[src/hdl/stpb_divc.sv]
`timescale 1ns / 1ps

// unsigned divide by a constant: reciprocal multiply, remainder, one correction
module stpb_divc #(
  parameter int IN_W = 32,
  parameter int DIV  = 10000,
  localparam logic [63:0] RECIP = (64'd1 << 32) / DIV,
  localparam int RW = $clog2(RECIP + 64'd1),
  localparam int QW = IN_W + RW - 32,
  localparam int DW = $clog2(DIV + 1)
) (
  input  logic            clk,
  input  logic [2:0]      en,
  input  logic [IN_W-1:0] x,
  output logic [QW-1:0]   q,
  output logic [DW-1:0]   r
);

  localparam logic [DW:0] DIV_R = (DW+1)'(DIV);

  logic [IN_W+RW-1:0] prod;
  logic [IN_W-1:0]    xa;
  logic [QW-1:0]      q0;
  logic [IN_W-1:0]    qd;
  logic [IN_W-1:0]    rdiff;
  logic [QW-1:0]      qb;
  logic [DW:0]        rb;

  // estimate, low by at most one
  always_ff @(posedge clk) begin
    if (en[0]) begin
      prod <= x * RECIP[RW-1:0];
      xa   <= x;
    end
  end

  assign q0    = prod[32 +: QW];
  assign qd    = IN_W'(q0) * IN_W'(DIV);
  assign rdiff = xa - qd;

  // raw remainder, below twice the divisor
  always_ff @(posedge clk) begin
    if (en[1]) begin
      qb <= q0;
      rb <= rdiff[DW:0];
    end
  end

  // single correction step
  always_ff @(posedge clk) begin
    if (en[2]) begin
      if (rb >= DIV_R) begin
        q <= qb + QW'(1);
        r <= DW'(rb - DIV_R);
      end else begin
        q <= qb;
        r <= rb[DW-1:0];
      end
    end
  end

endmodule

[config.mk]
export PLATFORM = sky130hd
export DESIGN_NAME = stpb_divc
export DESIGN_NICKNAME = d
export VERILOG_FILES = /design/src/hdl/stpb_divc.sv
export SDC_FILE = /design/constraint.sdc
export NUM_CORES = 1
export LEC_CHECK = 0
export BUFFER_PORTS_ARGS = -buffer_cell sky130_fd_sc_hd__buf_2
export CAP_MARGIN = 0
export CORE_MARGIN = 2
export CORE_UTILIZATION = 50
export DETAILED_ROUTE_END_ITERATION = 8
export GPL_ROUTABILITY_DRIVEN = 0
export GPL_TIMING_DRIVEN = 1
export PLACE_DENSITY = 0.72
export SLEW_MARGIN = 20
export SYNTH_ARGS = -nofsm -noshare
export SYNTH_HDL_FRONTEND = slang
export SYNTH_SLANG_ARGS = --single-unit
[constraint.sdc]
create_clock -name clk -period 14 [get_ports clk]
set_input_delay 1.4 -clock clk [delete_from_list [all_inputs] [get_ports clk]]
set_output_delay 1.4 -clock clk [all_outputs]
set_load 0.01 [all_outputs]
== Word level (Yosys, flattened, before mapping) ==
Cells that the tools add are included.

* Register bits: 130
* Input bits: 36
* Output and inout bits: 33
* Word-level logic and storage cells: 14

* Add/sub/neg operators: 3
* Multipliers: 2
* Magnitude comparators: 1
* Multiplexer cells: 2

{| class="wikitable"
|+ Operators with widths
! cell !! count
|-
| 32-bit by 16-bit multiplier with 48-bit output, second input constant || 1
|-
| 19-bit by 1-bit adder with 19-bit output, second input constant || 1
|-
| 19-bit by 10-bit multiplier with 11-bit output, second input constant || 1
|-
| 19-bit 2-to-1 mux || 1
|-
| 15-bit by 14-bit >= comparator with 1-bit output, second input constant || 1
|-
| 15-bit subtractor || 1
|-
| 14-bit 2-to-1 mux || 1
|-
| 14-bit subtractor, second input constant || 1
|}

== Depth between registers and ports, before layout ==
* Depth in word-level cells: 2
* Mapped depth: 22
* Gate-level depth less buffers: 21

== Worst setup path before layout ==
No wires, ideal clock.

* Path kind: input to register
* Start: input x[13]
* End: register prod[50] (data pin)
* Setup time: 260 ps
* Arrival time: 6604 ps
* Required time: 13740 ps
* Setup slack: 7136 ps
* Stages on the path: 20
* Buffers on the path: 0
* Path through: ha_1 -> fa_1 -> inv_1 -> fa_1 -> inv_1 -> fa_1 -> fa_1 -> inv_1 -> fa_1 -> inv_1 -> ha_1 -> a211oi_1 -> o21bai_1 -> a21oi_1 -> nor3_2 -> a22o_1 -> or4_4 -> a311oi_4 -> o21ba_1 -> xnor2_1

* Cells in the longest elaborated chain, start to end: 1

{| class="wikitable"
|+ Ends and longest elaborated chain
! element !! line !! RTL
|-
| start, declared || 14 || <nowiki>input logic [IN_W-1:0] x,</nowiki>
|-
| 32-bit by 16-bit multiplier with 48-bit output || 32 || <nowiki>prod <= x * RECIP[RW-1:0];</nowiki>
|-
| end signal, assigned || 32 ||
|-
| end, declared || 21 || <nowiki>logic [IN_W+RW-1:0] prod;</nowiki>
|}

No other way between the ends.
A chain may end at the register's enable or synchronous reset.

== Worst setup path after layout ==
* Start: input x[12]
* End: register prod[50] (data pin)

The elaborated chain is that of the path after synthesis.

==> results.md <==
* CP required at between 10 and 15 ns
* Initial Util at roughly 51%
* Setup WS pre-CTS at around 6.6 ns
* Port Buf Inserts at 68
* Via count at approximately 8500
* CTS max path bufs at 2
* Post-synth ARST share at 0%
* Worst hold path depth at 0
* HP Class: reg2reg
* Top FF cell, synth: edfxtp_1
* Syn_nets at 1734
* Area grow syn2layout at 7.83%
* Clock root cell: clkbuf_16
* Final Hold Fails at 0
* Post-cts resize count at 0
* Most common cell in the netlist: inv_1
* Vias in the first global route at 9064
* GRT Util Overall at around a fifth
* Number of buffers created by CTS at 9
* Final wirelength at approximately 27000 µm
* Slew margin rel. at around half
* Core area at around 27000 µm²
* Fin nets at between 1500 and 2000
* Fin crit share at about 51%
* Drt first pass iters at 5
* Row count at 60
* Post-synth top area cell: fa_1
* Via density at 5.04
* Cts hold-fix bufs at 0
* Arr. time, crit path at about 7 ns
* Pin slew with the least headroom to its limit at ~0.77 ns
* Fmax at about 140 MHz
* Grt ovf at 0
* Worst skew pair latency at 0.36 ns
* CP max FO at 6
* Startpoint Class: input port
* CTS clk-pin slew, worst paths at approximately 0.090 ns
* Fillcell total at 2281
* Number of synthesized flops with an enable pin at 101
* Yosys cell types at about 50
* Synth Instances at ~1300
* Post-CTS setup buffers at 0
* Top-area cell type share of the netlist area at between 30% and 40%
* Synth area leaders: fa_1 32%, edfxtp_1 22%, ha_1 19%
* Final HPWL DP at 24300 µm
* Final setup fails at 0
* Pin count of the biggest net entering global routing at 35
* TNS Setup at 0 ns
* Max Slew Vio Count at 0
* Antenna diodes at 0
* Inst Count DP at between 1500 and 2000
* Clk sink count at around 100
* Post-route setup slack at 6.92 ns
* Seq/Total Area, Yosys at 22.1%
* Syn avg cell area at 10.8 µm²
* DR WL/cell at around 16 µm
* DRT iter0 DRCs at approximately 420
* Routed Antenna Nets at 0
* Final Critical Period at about 7.1 ns
* DIE AREA at between 20000 and 30000 µm²
* Critical path class: in2reg
* First-pass GRT wire length at around 45000 µm
* Clk_skew at approximately 0.015 ns
* Kind of end point of the critical path: flop
* Commonest cells in the synthesized netlist: 408 x inv_1, 219 x fa_1, 211 x ha_1, 101 x edfxtp_1, 48 x xnor2_1
* Initial antenna violation count at 0
* Final std cells w/o fill at 1689
* Synthesis Warnings at 0
* Register-to-Register Path Depth at 13
* Max cap viols at 0
* Die Ht at between 150 and 200 µm
* Top Ports at 69
* Number of H-tree levels at 3
* DRC viols at 0
* Die width at about 170 µm
* Layout cell share with drive strength beyond 1 at around 7.2%
* Synthesized cell area at ~14000 µm²
* CTS tree: done
* RSZ-0062 raised after global routing: false
* Flop and latch count out of synthesis at between 100 and 150
* Status: finished, final reports clean
[path summary, 6_finish.rpt]
check	end	from	slack, ns
min reg2reg	rb[0]$_DFFE_PP_	xa[0]$_DFFE_PP_	0.40
min	rb[0]$_DFFE_PP_	xa[0]$_DFFE_PP_	0.40
max reg2reg	rb[13]$_DFFE_PP_	prod[35]$_DFFE_PP_	9.80
max	prod[50]$_DFFE_PP_	x[12]	6.92
[logic make-up after synthesis]
family	share of synthesized area, %
AO/OA/AOI/OAI	5.92
AND/OR/NAND/NOR	4.72
flip-flops	22.1
multiplexers	0.237
adder cells (fa/ha/maj)	51.1
XOR/XNOR	4.65
buffers and inverters	11.3
[registers in the layout, summed over array words and instances, names as in the netlist]
| signal | count |
|---|---|
| q | 19 |
| rb | 15 |
| prod | 19 |
| xa | 15 |
| qb | 19 |
| r | 14 |
[placed cells by master, fill, tap and decap left out, types with 3 or more instances in the layout]
cell type	count
inv_8	3
o21ai_0	20
and2_1	5
edfxtp_1	101
nor4_1	3
o21bai_1	5
fa_1	219
nand2_1	31
and3_1	5
clkbuf_16	9
a21boi_0	4
nor2_1	29
inv_1	408
buf_2	68
nor3_1	3
xor2_1	25
a211oi_1	4
a21o_1	30
nor2b_1	4
or2_2	4
ha_1	211
a31oi_1	6
a21oi_1	31
nand3_1	19
nand4_1	15
xnor2_1	48
nand2b_1	4
[metrics by stage]
stage          hold WS [ns]  util, %  cell area [µm²]
5_1_grt               0.421     55.0            14800
6_report              0.403     55.0            14800
4_1_cts               0.407     55.0            14800
2_1_floorplan         0.400        -            13700
3_3_place_gp          0.403     53.8            14500
3_5_place_dp          0.408     53.8            14500
[worst max-delay path, cell delays in order]
cell      delay, ns
buf_2          0.15
ha_1           0.35
xor2_1         0.36
ha_1           0.24
nor2_1         0.06
fa_1           0.56
inv_1          0.07
fa_1           0.50
fa_1           0.54
inv_1          0.06
fa_1           0.54
inv_1          0.04
ha_1           0.35
a211oi_1       0.23
o21bai_1       0.12
a21oi_1        0.24
nor3_2         0.08
a22o_1         0.27
or4_4          0.53
a311oi_4       0.25
o21ba_1        0.16
xnor2_1        0.07
[area by class of cell]
type	count	area (µm²)	area share, %
clock buffers	9	225	1.52
flip-flops and latches	101	3030	20.5
repair buffers	68	340	2.30
clock inverters	7	98.8	0.667
well taps	341	427	2.88
multi-input cells	755	9160	61.8
inverters	408	1530	10.3
[metal layers]
layer	up-vias	routed length [µm]	track usage, %
li1	4117	-	-
met1	4168	12100	26.9
met2	189	13200	34.1
met3	44	1160	2.99
met4	0	832	6.84
met5	-	0	0
Power is left out: the tool's default activity adds up to more than one toggle a clock period on the data nets, which glitch-free logic cannot reach.
